[src/rtl/prpc_pkg.sv]
// Shared types and constants for the paired remote packet checker.
`default_nettype none

package prpc_pkg;

    // Command codes carried in the first byte of a packet
    localparam logic [7:0] CMD_SWITCH = 8'd0;
    localparam logic [7:0] CMD_SPEED  = 8'd1;

    // Byte position counter width and saturation value
    localparam int unsigned POS_W = 5;
    localparam logic [POS_W-1:0] POS_MAX = 5'd31;

    // Result tdata width: 20 bits of fields, padded to three bytes
    localparam int unsigned RES_W = 24;

    typedef enum logic [1:0] {
        STATUS_APPLIED    = 2'd0,
        STATUS_NO_ACTION  = 2'd1,
        STATUS_NOT_PAIRED = 2'd2,
        STATUS_CSUM_ERR   = 2'd3
    } status_t;

    typedef struct packed {
        logic       save_speed;
        logic [7:0] speed_value;
        logic [7:0] switch_state;
        logic       pair_stored;
        status_t    status;
    } result_t;

endpackage

`default_nettype wire

[src/rtl/paired_remote_packet_checker_top.sv]
// Top level of the paired remote packet checker: byte stream in, one result per packet out.
//
// Usage:
//   s_axis carries received radio bytes one request at a time: tdata is the byte,
//   tlast marks the final (XOR checksum) byte, tuser is the pairing-window flag,
//   which only matters on the final byte.
//   m_axis delivers one result request per packet, at the final byte only.
// Datapath: a byte accepted on s_axis is held in the input register; when it
//   advances, the packet state is updated and, for a final byte, the result
//   register is loaded, and the result is offered on m_axis from there.
// Throughput: one byte per cycle while no final byte is held by a stall, set by
//   the single-pass logic between the input register and the result register.
// Reset: asynchronous, active low. Clears the running XOR, the position
//   counter, the command/ID/payload buffers, the paired ID, the switch and
//   speed values and both valid flags. Nothing is offered on m_axis after reset.
// Stall: while a result waits in the output register, non-final bytes keep
//   flowing; a final byte holds in the input register until the result is
//   taken, and s_axis_tready drops only then.
`default_nettype none

module paired_remote_packet_checker_top
    import prpc_pkg::*;
#(
    parameter int unsigned ID_BYTES = 12
)
(
    input  wire logic             clk,
    input  wire logic             rst_n,

    input  wire logic             s_axis_tvalid,
    output logic                  s_axis_tready,
    input  wire logic [7:0]       s_axis_tdata,   // [7:0] data_byte
    input  wire logic             s_axis_tlast,   // last_byte
    input  wire logic             s_axis_tuser,   // pair_open

    output logic                  m_axis_tvalid,
    input  wire logic             m_axis_tready,
    output logic [RES_W-1:0]      m_axis_tdata    // [1:0] status, [2] pair_stored,
                                                  // [10:3] switch_state,
                                                  // [18:11] speed_value,
                                                  // [19] save_speed, [23:20] zero
);

    // Input register
    logic       in_valid_reg;
    logic [7:0] in_byte_reg;
    logic       in_last_reg;
    logic       in_open_reg;

    // Packet state
    logic [7:0]      xor_acc_reg;
    logic [POS_W-1:0] byte_pos_reg;
    logic [7:0]      command_reg;
    logic [7:0]      rx_id_reg  [ID_BYTES];
    logic [7:0]      payload_reg[2];
    logic [7:0]      pair_id_reg[ID_BYTES];
    logic [7:0]      switch_reg;
    logic [7:0]      speed_reg;

    // Output register
    logic    out_valid_reg;
    result_t result_reg;

    logic advance;

    // Buffers with the current byte already written at its position
    logic [7:0] command_next;
    logic [7:0] rx_id_next  [ID_BYTES];
    logic [7:0] payload_next[2];
    logic [7:0] pair_id_next[ID_BYTES];
    logic [7:0] switch_next;
    logic [7:0] speed_next;
    logic       id_match;
    result_t    result_next;

    // A non-final byte never produces a result, so it may move on under a stall
    assign advance = in_valid_reg && (!in_last_reg || !out_valid_reg || m_axis_tready);
    assign s_axis_tready = !in_valid_reg || advance;

    always_comb
    begin
        command_next = command_reg;
        if (byte_pos_reg == '0)
        begin
            command_next = in_byte_reg;
        end
        for (int i = 0; i < ID_BYTES; i++)
        begin
            rx_id_next[i] = (byte_pos_reg == POS_W'(i + 1)) ? in_byte_reg : rx_id_reg[i];
        end
        for (int j = 0; j < 2; j++)
        begin
            payload_next[j] = (byte_pos_reg == POS_W'(ID_BYTES + 1 + j)) ?
                              in_byte_reg : payload_reg[j];
        end
    end

    always_comb
    begin
        result_next              = '0;
        result_next.switch_state = switch_reg;
        result_next.speed_value  = speed_reg;
        result_next.status       = STATUS_CSUM_ERR;
        switch_next              = switch_reg;
        speed_next               = speed_reg;
        id_match                 = 1'b1;
        for (int i = 0; i < ID_BYTES; i++)
        begin
            pair_id_next[i] = pair_id_reg[i];
        end

        if (xor_acc_reg == in_byte_reg)
        begin
            // Open window: take this remote as the paired one
            if (in_open_reg)
            begin
                for (int i = 0; i < ID_BYTES; i++)
                begin
                    pair_id_next[i] = rx_id_next[i];
                end
                result_next.pair_stored = 1'b1;
            end
            for (int i = 0; i < ID_BYTES; i++)
            begin
                if (pair_id_next[i] != rx_id_next[i])
                begin
                    id_match = 1'b0;
                end
            end
            if (!id_match)
            begin
                result_next.status = STATUS_NOT_PAIRED;
            end
            else if (command_next == CMD_SWITCH)
            begin
                switch_next        = payload_next[0];
                speed_next         = payload_next[1];
                result_next.status = STATUS_APPLIED;
            end
            else if (command_next == CMD_SPEED)
            begin
                speed_next             = payload_next[0];
                result_next.save_speed = 1'b1;
                result_next.status     = STATUS_APPLIED;
            end
            else
            begin
                result_next.status = STATUS_NO_ACTION;
            end
            result_next.switch_state = switch_next;
            result_next.speed_value  = speed_next;
        end
    end

    // Input register: payload needs no reset
    always_ff @(posedge clk or negedge rst_n)
    begin
        if (!rst_n)
        begin
            in_valid_reg <= 1'b0;
        end
        else if (s_axis_tready)
        begin
            in_valid_reg <= s_axis_tvalid;
        end
    end

    always_ff @(posedge clk)
    begin
        if (s_axis_tready && s_axis_tvalid)
        begin
            in_byte_reg <= s_axis_tdata;
            in_last_reg <= s_axis_tlast;
            in_open_reg <= s_axis_tuser;
        end
    end

    // Packet state update, one byte per advance
    always_ff @(posedge clk or negedge rst_n)
    begin
        if (!rst_n)
        begin
            xor_acc_reg  <= '0;
            byte_pos_reg <= '0;
            command_reg  <= '0;
            switch_reg   <= '0;
            speed_reg    <= '0;
            for (int i = 0; i < ID_BYTES; i++)
            begin
                rx_id_reg[i]   <= '0;
                pair_id_reg[i] <= '0;
            end
            payload_reg[0] <= '0;
            payload_reg[1] <= '0;
        end
        else if (advance)
        begin
            command_reg <= command_next;
            for (int i = 0; i < ID_BYTES; i++)
            begin
                rx_id_reg[i] <= rx_id_next[i];
            end
            payload_reg[0] <= payload_next[0];
            payload_reg[1] <= payload_next[1];
            if (in_last_reg)
            begin
                xor_acc_reg  <= '0;
                byte_pos_reg <= '0;
                switch_reg   <= switch_next;
                speed_reg    <= speed_next;
                for (int i = 0; i < ID_BYTES; i++)
                begin
                    pair_id_reg[i] <= pair_id_next[i];
                end
            end
            else
            begin
                xor_acc_reg <= xor_acc_reg ^ in_byte_reg;
                if (byte_pos_reg != POS_MAX)
                begin
                    byte_pos_reg <= byte_pos_reg + 1'b1;
                end
            end
        end
    end

    // Result register
    always_ff @(posedge clk or negedge rst_n)
    begin
        if (!rst_n)
        begin
            out_valid_reg <= 1'b0;
        end
        else if (advance && in_last_reg)
        begin
            out_valid_reg <= 1'b1;
        end
        else if (m_axis_tready)
        begin
            out_valid_reg <= 1'b0;
        end
    end

    always_ff @(posedge clk)
    begin
        if (advance && in_last_reg)
        begin
            result_reg <= result_next;
        end
    end

    assign m_axis_tvalid = out_valid_reg;
    assign m_axis_tdata  = {(RES_W - $bits(result_t))'(0), result_reg};

endmodule

`default_nettype wire

[config.mk]
export PLATFORM = sky130hd
export DESIGN_NAME = paired_remote_packet_checker_top
export DESIGN_NICKNAME = d
export VERILOG_FILES = /design/src/rtl/prpc_pkg.sv /design/src/rtl/paired_remote_packet_checker_top.sv
export SDC_FILE = /design/constraint.sdc
export NUM_CORES = 1
export LEC_CHECK = 0
export BUFFER_PORTS_ARGS = -buffer_cell sky130_fd_sc_hd__buf_2
export CORE_MARGIN = 8
export CORE_UTILIZATION = 30
export CTS_CLUSTER_DIAMETER = 30
export DETAILED_ROUTE_END_ITERATION = 6
export PLACE_DENSITY = 0.43
export SYNTH_ARGS = -nofsm -noshare
export SYNTH_HDL_FRONTEND = slang
export SYNTH_SLANG_ARGS = --single-unit
[constraint.sdc]
create_clock -name clk -period 4.6 [get_ports clk]
set_input_delay 0.46 -clock clk [delete_from_list [all_inputs] [get_ports clk]]
set_output_delay 0.46 -clock clk [all_outputs]
set_load 0.03 [all_outputs]
======== Yosys cells after proc, flatten, opt, wreduce, memory -nomap -nowiden ========
Cells that the tools add are included.
Widths: inputs -> output; s select.
word-level totals
  register bits ........................... 277
  output and inout bits ................... 26
  logic and storage cells ................. 138
cells by class
  $add $sub $neg .......................... 1
  equal/unequal tests ..................... 29
  mux-type cells .......................... 46
  bitwise operators ....................... 3
  reduce and logical (&&, ||, !) cells .... 17
operators by type and width
  kind                 number
  $mux 96              2
  $mux 8               21
  $ne 8x8->1           12
  $eq 5x4->1 const B   7
  $eq 5x3->1 const B   4
  $mux 1               19
  $mux 19              1
  $eq 5x2->1 const B   2
  $mux 5               2
  $eq 8x1->1 const B   1
  $eq 8x8->1           1
  $logic_not 8->1      1
  $xor 8x8->8          1
  $add 5x1->5 const B  1
  $eq 5x1->1 const B   1
  $logic_not 5->1      1
  $ne 5x5->1 const B   1
  $reduce_and 2->1     2
  $reduce_bool 2->1    2
  $logic_and 1x1->1    3
  $logic_not 1->1      3
  $logic_or 1x1->1     3
  $reduce_and 3->1     1
  $reduce_or 3->1      1
  2 further kinds      3

======== Depth between registers and ports, before layout ========
Gate-level depths: netlist (run 1).
  depth after elaboration ................. 20
  depth in mapped cells ................... 14

======== Least setup slack after synthesis (run 1) ========
OpenSTA, ideal clock, no wires.
  path kind ............................... flip-flop to flip-flop
  start point ............................. register byte_pos_reg[1]
  end point ............................... register speed_reg[0]
  arrival ................................. 3.811 ns
  required time ........................... 4.475 ns
  slack ................................... 0.664 ns
  stages on the path, launching flop included .. 14
  path buffers ............................ 1
  period minus slack after synthesis ...... 3.936 ns
  cell sequence ........................... dfrtp_1 inv_1 ha_1 nor4b_1 buf_2 mux2i_1 o22ai_1 or4_1 or4_1 nor4_1 a21o_1 inv_2 nor3_4 mux2_2
on the way
  longest elaborated chain between the ends .. 19
  elaborated cells between the ends (all ways) .. 62
  those cells by class .................... 27 x eq/ne; 33 x mux; 2 x reduce/logical
RTL lines
  what                    RTL line                                 source
  from (decl)             paired_remote_packet_checker_top.sv:52   logic [POS_W-1:0] byte_pos_reg;
  from (signal assigned)  paired_remote_packet_checker_top.sv:221  byte_pos_reg <= byte_pos_reg + 1'b1;
  $eq 5x1->1              paired_remote_packet_checker_top.sv:89   rx_id_next[i] = (byte_pos_reg == POS_W'(i + 1)) ? in_byte_reg : rx_id_reg[i];
  $mux 8                  paired_remote_packet_checker_top.sv:89
  $mux 96                 paired_remote_packet_checker_top.sv:115  if (in_open_reg)
  $mux 96                 paired_remote_packet_checker_top.sv:112  if (xor_acc_reg == in_byte_reg)
  $ne 8x8->1              paired_remote_packet_checker_top.sv:125  if (pair_id_next[i] != rx_id_next[i])
  $mux 1 (12 in series)   paired_remote_packet_checker_top.sv:125
  $mux 1                  paired_remote_packet_checker_top.sv:112
  $mux 8 (*)              paired_remote_packet_checker_top.sv:130  if (!id_match)
  to (signal assigned)    paired_remote_packet_checker_top.sv:210  speed_reg <= speed_next;
  to (decl)               paired_remote_packet_checker_top.sv:58   logic [7:0] speed_reg;
Mark *: on every way between the ends. The rest lies on a longest branch, timed or not. The select of a mux whose other input is x is not followed.
A chain may end at the register's enable or synchronous reset.

==> metrics.cfg, run 1 <==
[outcome]
status = finished, final reports clean

[setup_path]
setup.worst_path.class = reg -> reg
regToRegSetupSlack_ns = 0.26
r2r_cells = 13
cp-end-kind = flip-flop
cp_data_required_time_ns = 4.94
r2r_start = byte_pos_reg[1]
crit_fanout = 18
r2r-end = m_axis_tdata[15]
setup.worst_path.start_class = flip-flop
critPathArrivalTime_ns = 4.68

[timing]
period_needed_ns = 4.34
fin_crit_sh_pct = 94.4
rsz0062_at_grt = false
hold_violations = 0
maxSlewViolCount = 0
max_slew_margin_pct = 42.6
fmax_mhz = 230
setup_viol = 0
fin_tns_setup_ns = 0
clock_skew_ns = 0.0206
worst_pin_slew_ns = 0.861

[yosys]
synthesis.area_um2 = 14100
synth_top_cell_by_area = dfrtp_1
synth_ff_type = dfrtp_1
synth_async_sr_flop_share_pct = 89.2
avgSynthCellArea_um2 = 9.92
syn_inst = 1421
ys_seq_elements = 277
ys_warn_count = 0
yosys.area.top_type_share_pct = 43.8
synth-seq-area-share_pct = 50.2
synth_edf_count = 30
synth_common_cells = dfrtp_1 (247), nand2_1 (243), o21ai_0 (222)
synth_cell_types = 71
synth.most_common_cell = dfrtp_1
synth.area.top_cells = dfrtp_1 (44%), o21ai_0 (7.9%), mux2i_1 (6.6%)

[route]
dr_total_vias = 11024
antenna_left = 0
wl_um = 47200
first_pass_iters = 5
routedWlPerCell_um = 21.6
first_iter_violations = 768
vias_per_cell = 5.05
wl_met1_um = 21800
route.met3.wl_um = 2420
top_layer = met4
wl_met2_um = 21200
drc_errors = 0

[floorplanning]
die_area_um2 = 54200
die_y_um = 233
core_um2 = 46500
die_width_um = 233
initial_utilization_pct = 30.4
rows = 79
io_pins = 40

[clock_tree]
cts-buffers-inserted = 83
root_buffer = clkbuf_16
cts_setup_buffers = 0
clock_latency_ns = 0.59
cts_tree = done
cts_max_level = 3
clk_pin_slew_worst_paths_ns = 0.04
clockBufferDepth = 3
clock-sinks = 277

[global_route]
antenna_found_initial = 0
grt_pass1_vias = 11019
track_usage_pct = 17.6
globalRouteOverflowTotal = 0
grt_pass1_wl_um = 71600
grt_max_degree = 193

[flow_run]
drv_cap = 0

[power]
intPower_mw = 7.29
swShare_pct = 28.6
netSwitchingPower_mw = 2.92
combPwrFrac_pct = 16.5
p_total_mw = 10.2
pwr-share-clk_pct = 52.6
seq_power_share_pct = 30.9
power.leakage_nw = 7.65
p_per_area_nw_per_um2 = 569
ir_drop_uv = 382

[finish]
drive_above_1_share_pct = 19.8
n_antenna_cell = 0
layout.nets = 1529
nFillCells = 4589
areaGrowthSynthToFinish_pct = 27.3

[worst_hold_path]
hold_depth = 1
min_to = in_byte_reg[7]
min_from = s_axis_tdata[7]
hp-class = in -> reg

[place]
hpwl_um = 32300
io_buffers = 35
gp_congestion = 0.898

## per-layer routing
metal / global-route usage, % / vias to the layer above
met1: 23.7 / 5430
met4: 7.21 / 0
met3: 4.32 / 112
met5: 0 / -
li1: - / 5221
met2: 26.8 / 261
## power by group through the flow
stage,Sequential [mW],Clock (mW),Combinational (mW)
CTS,3.14,5.47,1.70
floorplan,3.08,0,1.09
global placement,3.17,0,1.68
finish,3.15,5.37,1.69
global route,3.20,5.62,1.87
detailed placement,3.18,0,1.68
## worst max-delay path by stage
stage / start / end
after floorplan: byte_pos_reg[1] / speed_reg[0]
after global placement: byte_pos_reg[1] / speed_reg[1]
after detailed placement: byte_pos_reg[1] / speed_reg[4]
after CTS: byte_pos_reg[1] / speed_reg[4]
after global routing: byte_pos_reg[1] / speed_reg[4]
final: byte_pos_reg[1] / m_axis_tdata[15]
## cell type report
cell class / count / area (um2) / area share [%]
Clock buffer: 118 / 2400 / 13.4
Clock inverter: 35 / 285 / 1.59
Inverter: 33 / 124 / 0.690
Multi-Input combinational cell: 1005 / 6520 / 36.3
Sequential cell: 277 / 7080 / 39.5
Tap cell: 607 / 759 / 4.23
Timing Repair Buffer: 110 / 776 / 4.32
## placed cells by master, fill, tap and decap left out, drive strengths merged, types with 11 or more instances in the layout
cell	n
nand2	243
o2bb2ai	11
clkbuf	118
nand3	12
nor2	31
xnor2	53
mux2	57
a21oi	33
nor3b	19
nand4	13
buf	109
a22oi	12
nor4	11
inv	36
edfxtp	30
mux2i	93
o21ai	223
dfrtp	247
clkinv	27
xor2	24
nand2b	21
## timing repair
item | 4_1_cts | 5_1_grt
resized for setup | 0 | 2
endpoints found under the setup margin | 0 | 16
endpoints found under the hold margin | 88 | 0
hold buffers | 1 | 0
## metrics by stage
| step | hold slack [ns] | area, um2 | utilization [%] | setup WS (ns) | instances |
|---|---|---|---|---|---|
| finish | 0.0413 | 17900 | 38.6 | 0.257 | 2185 |
| global placement | 0.461 | 15200 | 32.8 | 0.199 | 2031 |
| detailed placement | 0.470 | 15200 | 32.8 | 0.0773 | 2031 |
| CTS | 0.00840 | 17900 | 38.6 | 0.0751 | 2185 |
| floorplan | 0.164 | 14100 | - | 0.664 | 1424 |
| global route | 0.0111 | 17900 | 38.6 | 0.0133 | 2185 |
## critical path: stages, from the launching register on
cell and delay (ns):
dfrtp_1 0.42, inv_1 0.10, ha_1 0.22, nor4b_4 0.38, buf_4 0.34, nor3b_1 0.07
a2111oi_0 0.55, o2111ai_1 0.21, or4_1 0.53, nor4_1 0.25, a21o_1 0.30, inv_2 0.12
nor2_4 0.22, mux2_2 0.36
## cell families (layout without fill, tap and decap cells)
kind of cell / after synthesis / after routing / synth area share, %
AND/OR/NAND/NOR: 419 / 419 / 14.7
AO/OA/AOI/OAI: 350 / 350 / 14.5
flip-flops: 277 / 277 / 50.2
multiplexers: 150 / 150 / 11.2
buffers and inverters: 142 / 296 / 4.08
XOR/XNOR: 77 / 77 / 4.78
adder cells (fa/ha/maj): 5 / 5 / 0.444
other: 1 / 4 / 0.0266
Power figures use the tool's default switching activity.
==> run 2, diff against run 1 <==
--- a/config.mk
+++ b/config.mk
@@ -11,6 +11,7 @@
 export CTS_CLUSTER_DIAMETER = 30
 export DETAILED_ROUTE_END_ITERATION = 6
 export PLACE_DENSITY = 0.43
+export SLEW_MARGIN = 20
 export SYNTH_ARGS = -nofsm -noshare
 export SYNTH_HDL_FRONTEND = slang
 export SYNTH_SLANG_ARGS = --single-unit
==> constraint.sdc (replaced) <==
create_clock -name clk -period 4.4 [get_ports clk]
set_input_delay 0.44 -clock clk [delete_from_list [all_inputs] [get_ports clk]]
set_output_delay 0.44 -clock clk [all_outputs]
set_load 0.03 [all_outputs]
==> run 2 against run 1 <==
  * Final cell count about the same
  * First-iteration DRC count is 2.6% higher
  * Sequential cell count is the same
  * Critical path depth unchanged
  * Sequential share of layout area shrank 0.75 points
  * Combinational power rose by 7%
  * Sequential power is 5% higher
  * Clock skew hardly changed
  * Global-route usage is essentially flat
  * Highest routed layer unchanged
==> metrics.cfg, run 2 (synthesis results as in run 1) <==
[route]
first_iter_violations = 788  ; +2.6%
wl_um = 47000  ; -0.40%
route.met3.wl_um = 2690  ; +11%
first_pass_iters = 5  ; unchanged
vias_per_cell = 5.00  ; -0.93%
wl_met2_um = 21800  ; +2.8%
top_layer = met4
drc_errors = 0  ; unchanged
wl_met1_um = 21400  ; -2.1%
antenna_left = 0  ; unchanged
routedWlPerCell_um = 21.5  ; -0.49%
dr_total_vias = 10931  ; -0.84%

[floorplanning]
initial_utilization_pct = 30.4  ; unchanged
core_um2 = 46500  ; unchanged
die_area_um2 = 54200  ; unchanged
die_width_um = 233  ; unchanged
die_y_um = 233  ; unchanged
io_pins = 40  ; unchanged
rows = 79  ; unchanged

[clock_tree]
cts_max_level = 3  ; unchanged
clk_pin_slew_worst_paths_ns = 0.04  ; about the same
clock_latency_ns = 0.60  ; about the same
clockBufferDepth = 3  ; unchanged
cts_tree = done
cts-buffers-inserted = 81  ; -2.4%
root_buffer = clkbuf_16
clock-sinks = 277  ; unchanged

[setup_path]
slowest_stage = or4_1
setup.worst_path.start_class = flip-flop
r2r_start = byte_pos_reg[0]
r2r_cells = 13  ; unchanged
r2r-end = m_axis_tdata[14]
slowest_delay_ns = 0.59  ; +0.04 ns
cp-end-kind = flip-flop
path_cells = inv_1 -> ha_1 -> and4bb_4 -> mux2i_1 -> o22ai_1 -> or4_1 -> or4_1 -> nor4_4 -> buf_4 -> a21o_4 -> inv_2 -> nor2_4 -> mux2_2
crit_family = simple AND/OR/NAND/NOR gates
crit_path_frequent_cell = or4_1
cp_data_required_time_ns = 4.74  ; -0.20 ns
path_buf_inv = 3  ; unchanged
regToRegSetupSlack_ns = 0.23  ; -0.03 ns
setup.worst_path.class = reg -> reg
critPathArrivalTime_ns = 4.51  ; -0.17 ns
crit_fanout = 8  ; -10

[worst_hold_path]
hp-class = in -> reg
min_to = in_byte_reg[4]
min_from = s_axis_tdata[4]
hold_depth = 1  ; unchanged

[power]
p_per_area_nw_per_um2 = 609  ; +7.1%
power.leakage_nw = 7.78  ; +1.6%
ir_drop_uv = 351  ; -8.1%

[finish]
instances_no_fill = 2187  ; +0.092%
layout_commonest_cell = dfrtp_1
n_antenna_cell = 0  ; unchanged
layout.cells.most_common_list = dfrtp_1 (247), nand2_1 (242), o21ai_0 (222)
nFillCells = 4573  ; -0.35%
drive_above_1_share_pct = 20.7  ; +0.92 points
areaGrowthSynthToFinish_pct = 29.7
layout.nets = 1534  ; +0.33%

[global_route]
track_usage_pct = 17.6  ; -0.028 points
grt_pass1_vias = 11211  ; +1.7%
grt_max_degree = 193  ; unchanged
grt_pass1_wl_um = 72000  ; +0.60%
antenna_found_initial = 0  ; unchanged
globalRouteOverflowTotal = 0  ; unchanged

[timing]
period_needed_ns = 4.17  ; -0.172 ns
setup_viol = 0  ; unchanged
fin_tns_setup_ns = 0  ; unchanged
fin_crit_sh_pct = 94.8  ; +0.38 points
max_slew_margin_pct = 42.3  ; -0.32 points
rsz0062_at_grt = false
maxSlewViolCount = 0  ; unchanged
worst_pin_slew_ns = 0.863  ; +0.00211 ns
layout_setup_ws_ns = 0.229  ; -0.0279 ns
hold_violations = 0  ; unchanged
clock_skew_ns = 0.0201  ; -0.000415 ns
fmax_mhz = 240  ; +4.1%

[place]
hpwl_um = 31800  ; -1.4%
io_buffers = 35  ; unchanged
gp_congestion = 0.890  ; -0.85%
dp_slack_ns = -0.207  ; -0.285 ns
dp.cells = 2033  ; +0.098%

[flow_run]
drv_cap = 0  ; unchanged

[outcome]
status = finished, final reports clean

==> run 2: timing repair <==
item / in CTS / in global routing
hold buffers: 5 / 0
setup buffers: 0 / 1
hold endpoints to repair: 86 / 0
endpoints found under the setup margin: 24 / 25
resized for setup: 2 / 8
pin swaps: 0 / 2
==> run 2: area by class of cell <==
| class | count | area (um2) | area share, % |
|---|---|---|---|
| sequential | 277 | 7080 | 38.7 |
| multi-input combinational | 1005 | 6550 | 35.8 |
| clock buffer | 103 | 2220 | 12.1 |
| timing repair buffer | 117 | 921 | 5.03 |
| tap | 607 | 759 | 4.15 |
| clock inverter | 45 | 629 | 3.44 |
| inverter | 33 | 124 | 0.677 |
==> run 2: worst max-delay path by stage <==
stage	cells after the start	endpoint	startpoint
after floorplan	13	speed_reg[0]	byte_pos_reg[1]
after global placement	13	m_axis_tdata[11]	byte_pos_reg[1]
after detailed placement	13	m_axis_tdata[14]	byte_pos_reg[1]
after CTS	13	m_axis_tdata[14]	byte_pos_reg[0]
after global routing	12	m_axis_tdata[17]	byte_pos_reg[1]
final	13	m_axis_tdata[14]	byte_pos_reg[0]
==> run 2: through the flow <==
stage                     power (mW)  utilization, %  cell area, um2  hold slack [ns]
after CTS                       11.2            39.3           18200         0.000592
after global routing            11.7            39.4           18300          0.00879
after global placement          5.10            33.0           15300            0.462
final                           11.1            39.4           18300           0.0300
after detailed placement        5.12            33.0           15300            0.469
after floorplan                 4.36               -           14100            0.144
==> run 2: layer usage <==
layer / vias up / global-route usage, %
met1: 5351 / 23.3
met2: 283 / 27.6
met5: - / 0
met3: 70 / 4.35
li1: 5227 / -
met4: 0 / 6.30
==> run 2: power by group <==
group          internal, mW  total (mW)  switching [mW]
Sequential             2.96        3.30           0.335
Combinational         0.771        1.81            1.04
Clock                  4.26        6.03            1.77
Total                  8.00        11.1            3.14
==> run 3, diff against run 2 <==
--- a/config.mk
+++ b/config.mk
@@ -7,10 +7,12 @@
 export LEC_CHECK = 0
 export BUFFER_PORTS_ARGS = -buffer_cell sky130_fd_sc_hd__buf_2
 export CORE_MARGIN = 8
-export CORE_UTILIZATION = 30
+export CORE_UTILIZATION = 40
+export CTS_BUF_LIST = sky130_fd_sc_hd__clkbuf_8 sky130_fd_sc_hd__clkbuf_16
 export CTS_CLUSTER_DIAMETER = 30
 export DETAILED_ROUTE_END_ITERATION = 6
-export PLACE_DENSITY = 0.43
+export GPL_TIMING_DRIVEN = 1
+export PLACE_DENSITY = 0.54
 export SLEW_MARGIN = 20
 export SYNTH_ARGS = -nofsm -noshare
 export SYNTH_HDL_FRONTEND = slang
==> run 3 against run 2 <==
  * Global-route usage is 3.9 points higher
  * Critical path depth up 1
  * Sequential share of layout area increased by 1.2 points
  * Utilization grew 12 points
==> metrics.cfg, run 3 (synthesis results as in run 1) <==
[power]
p_per_area_nw_per_um2 = 596  ; -2.2%
pwr-share-clk_pct = 52.4  ; -1.7 points
ir_drop_uv = 439  ; +25%
power.leakage_nw = 7.64  ; -1.8%
swShare_pct = 28.1  ; -0.15 points
intPower_mw = 7.61  ; -4.8%
combPwrFrac_pct = 16.5  ; +0.2 points
p_total_mw = 10.6  ; -5.0%
netSwitchingPower_mw = 2.97  ; -5.6%
seq_power_share_pct = 31.1  ; +1.5 points

[route]
antenna_left = 0  ; unchanged
drc_errors = 0  ; unchanged
wl_um = 43900  ; -6.7%
routedWlPerCell_um = 21.8  ; +1.4%
first_pass_iters = 5  ; unchanged
vias_per_cell = 5.49  ; +9.8%
dr_total_vias = 11056  ; +1.1%
first_iter_violations = 805  ; +2.2%

[clock_tree]
clockBufferDepth = 3  ; unchanged
root_buffer = clkbuf_16
clock-sinks = 277  ; unchanged
cts_tree = done
clk_pin_slew_worst_paths_ns = 0.05  ; about the same
cts_max_level = 3  ; unchanged
clock_latency_ns = 0.58  ; -0.02 ns
cts-buffers-inserted = 75  ; -7.4%

[global_route]
antenna_found_initial = 1  ; +1
grt_pass1_wl_um = 68600  ; -4.8%
track_usage_pct = 21.4  ; +3.9 points
globalRouteOverflowTotal = 0  ; unchanged
grt_max_degree = 135  ; -30%
grt_pass1_vias = 11237  ; +0.23%

[setup_path]
cp-end-kind = flip-flop
crit_family = simple AND/OR/NAND/NOR gates
setup.worst_path.start_class = flip-flop
r2r_start = byte_pos_reg[1]
slowest_stage = or4_1
slowest_delay_ns = 0.56  ; -0.03 ns
critPathArrivalTime_ns = 4.46  ; -0.05 ns
cp_data_required_time_ns = 4.72  ; -0.02 ns
crit_fanout = 8  ; unchanged
path_cells = inv_1 -> ha_1 -> nor4b_4 -> buf_4 -> mux2i_1 -> o2bb2ai_1 -> or4_1 -> or4_1 -> nor4_2 -> buf_4 -> a21o_4 -> inv_2 -> nor2_4 -> mux2_2
startpoint = byte_pos_reg[1]
regToRegSetupSlack_ns = 0.25  ; +0.03 ns
path_buf_inv = 4  ; +1
setup.worst_path.class = reg -> reg

[flow_run]
drv_cap = 0  ; unchanged

[timing]
maxSlewViolCount = 0  ; unchanged
fin_tns_setup_ns = 0  ; unchanged
setup_viol = 0  ; unchanged
max_slew_margin_pct = 39.7  ; -2.6 points
layout_setup_ws_ns = 0.254  ; +0.0250 ns
fin_crit_sh_pct = 94.2  ; -0.57 points
hold_violations = 0  ; unchanged
fmax_mhz = 241  ; +0.60%
clock_skew_ns = 0.0174  ; -0.00273 ns
rsz0062_at_grt = false
worst_pin_slew_ns = 0.904  ; +0.0411 ns
period_needed_ns = 4.15  ; -0.0250 ns

[finish]
postLayoutCoreUtil_pct = 51.3  ; +12 points
drive_above_1_share_pct = 19.7  ; -1.0 points
postLayoutCellArea_um2 = 17800  ; -2.9%
layout.cells.most_common_list = dfrtp_1 (245), nand2_1 (242), o21ai_0 (222)
n_antenna_cell = 0  ; unchanged
layout.nets = 1517  ; -1.1%
areaGrowthSynthToFinish_pct = 26.0
layout_commonest_cell = dfrtp_1
nFillCells = 3116  ; -32%

[floorplanning]
die_width_um = 204  ; -12%
core_um2 = 34600  ; -25%
io_pins = 40  ; unchanged
rows = 68  ; -14%
initial_utilization_pct = 40.7  ; +10 points
die_y_um = 204  ; -12%
die_area_um2 = 41500  ; -23%

[worst_hold_path]
min_from = s_axis_tdata[7]
hp-class = in -> reg

[place]
gp_congestion = 0.898  ; +0.84%
hpwl_um = 29100  ; -8.6%
io_buffers = 35  ; unchanged
dp_slack_ns = -0.132  ; +0.0758 ns
place_area_um2 = 15000  ; -1.9%

[outcome]
status = finished, final reports clean

==> run 3: cell types whose count changed in the layout (fill, tap and decap cells not counted), moves of 3 or more <==
cell           previous run  this run
dlygate4sd3_1             5         1
inv_1                    31        45
clkbuf_1                 12         0
clkinv_2                 19        13
clkbuf_16                82        77
clkinv_1                  1         5
buf_4                    68        60
inv_16                    4         1
==> run 3: repair_timing <==
item,4_1_cts,5_1_grt
hold buffers,1,0
hold endpoints to repair,97,0
buffers inserted,0,6
setup endpoints to repair,24,32
pin swaps,0,4
gates resized for setup,2,12
==> run 3: path summary, 6_finish.rpt <==
check | cells past startpoint | endpoint
hold / removal | 1 | in_byte_reg[7]
setup reg to reg | 14 | m_axis_tdata[18]
max in group asynchronous | 3 | payload_reg[0]
setup / recovery | 14 | m_axis_tdata[18]
min in group asynchronous | 2 | rx_id_reg[76]
hold reg to reg | 2 | rx_id_reg[46]
==> run 3: layout make-up <==
type,instances,area (um2),share of cell area (%)
clock inverter,51,539,3.04
sequential,277,7080,39.9
inverter,33,124,0.697
clock buffer,87,2060,11.6
tap,455,569,3.21
multi-input combinational,1005,6550,36.9
timing repair buffer,106,828,4.66
==> run 3: per-stage QoR <==
step,hold slack (ns),cells
global route,0.0232,2014
global placement,0.461,1869
floorplan,0.144,1424
finish,0.0387,2014
detailed placement,0.470,1869
CTS,0.0194,2008
==> run 3: metal layers <==
| metal | routed length, um | global-route usage (%) | vias to the layer above |
|---|---|---|---|
| li1 | - | - | 5203 |
| met1 | 20000 | 29.1 | 5419 |
| met2 | 19500 | 32.4 | 324 |
| met3 | 2530 | 4.51 | 108 |
| met4 | 1850 | 10.1 | 2 |
| met5 | 13 | 0 | - |
==> run 3: power by group through the flow <==
stage	clock [mW]	sequential [mW]	combinational, mW
final	5.54	3.29	1.75
after global routing	5.78	3.34	1.93
after CTS	5.62	3.29	1.73
after detailed placement	0	3.32	1.71
after global placement	0	3.31	1.69
after floorplan	0	3.22	1.14
==> run 3: worst register-to-register path, stage by stage (launching register included) <==
cell       delay (ns)
dfrtp_1          0.43
inv_1            0.10
ha_1             0.21
nor4b_4          0.20
buf_4            0.19
mux2i_1          0.24
o2bb2ai_1        0.11
or4_1            0.52
or4_1            0.56
nor4_2           0.32
buf_4            0.17
a21o_4           0.15
inv_2            0.08
nor2_4           0.23
mux2_2           0.38
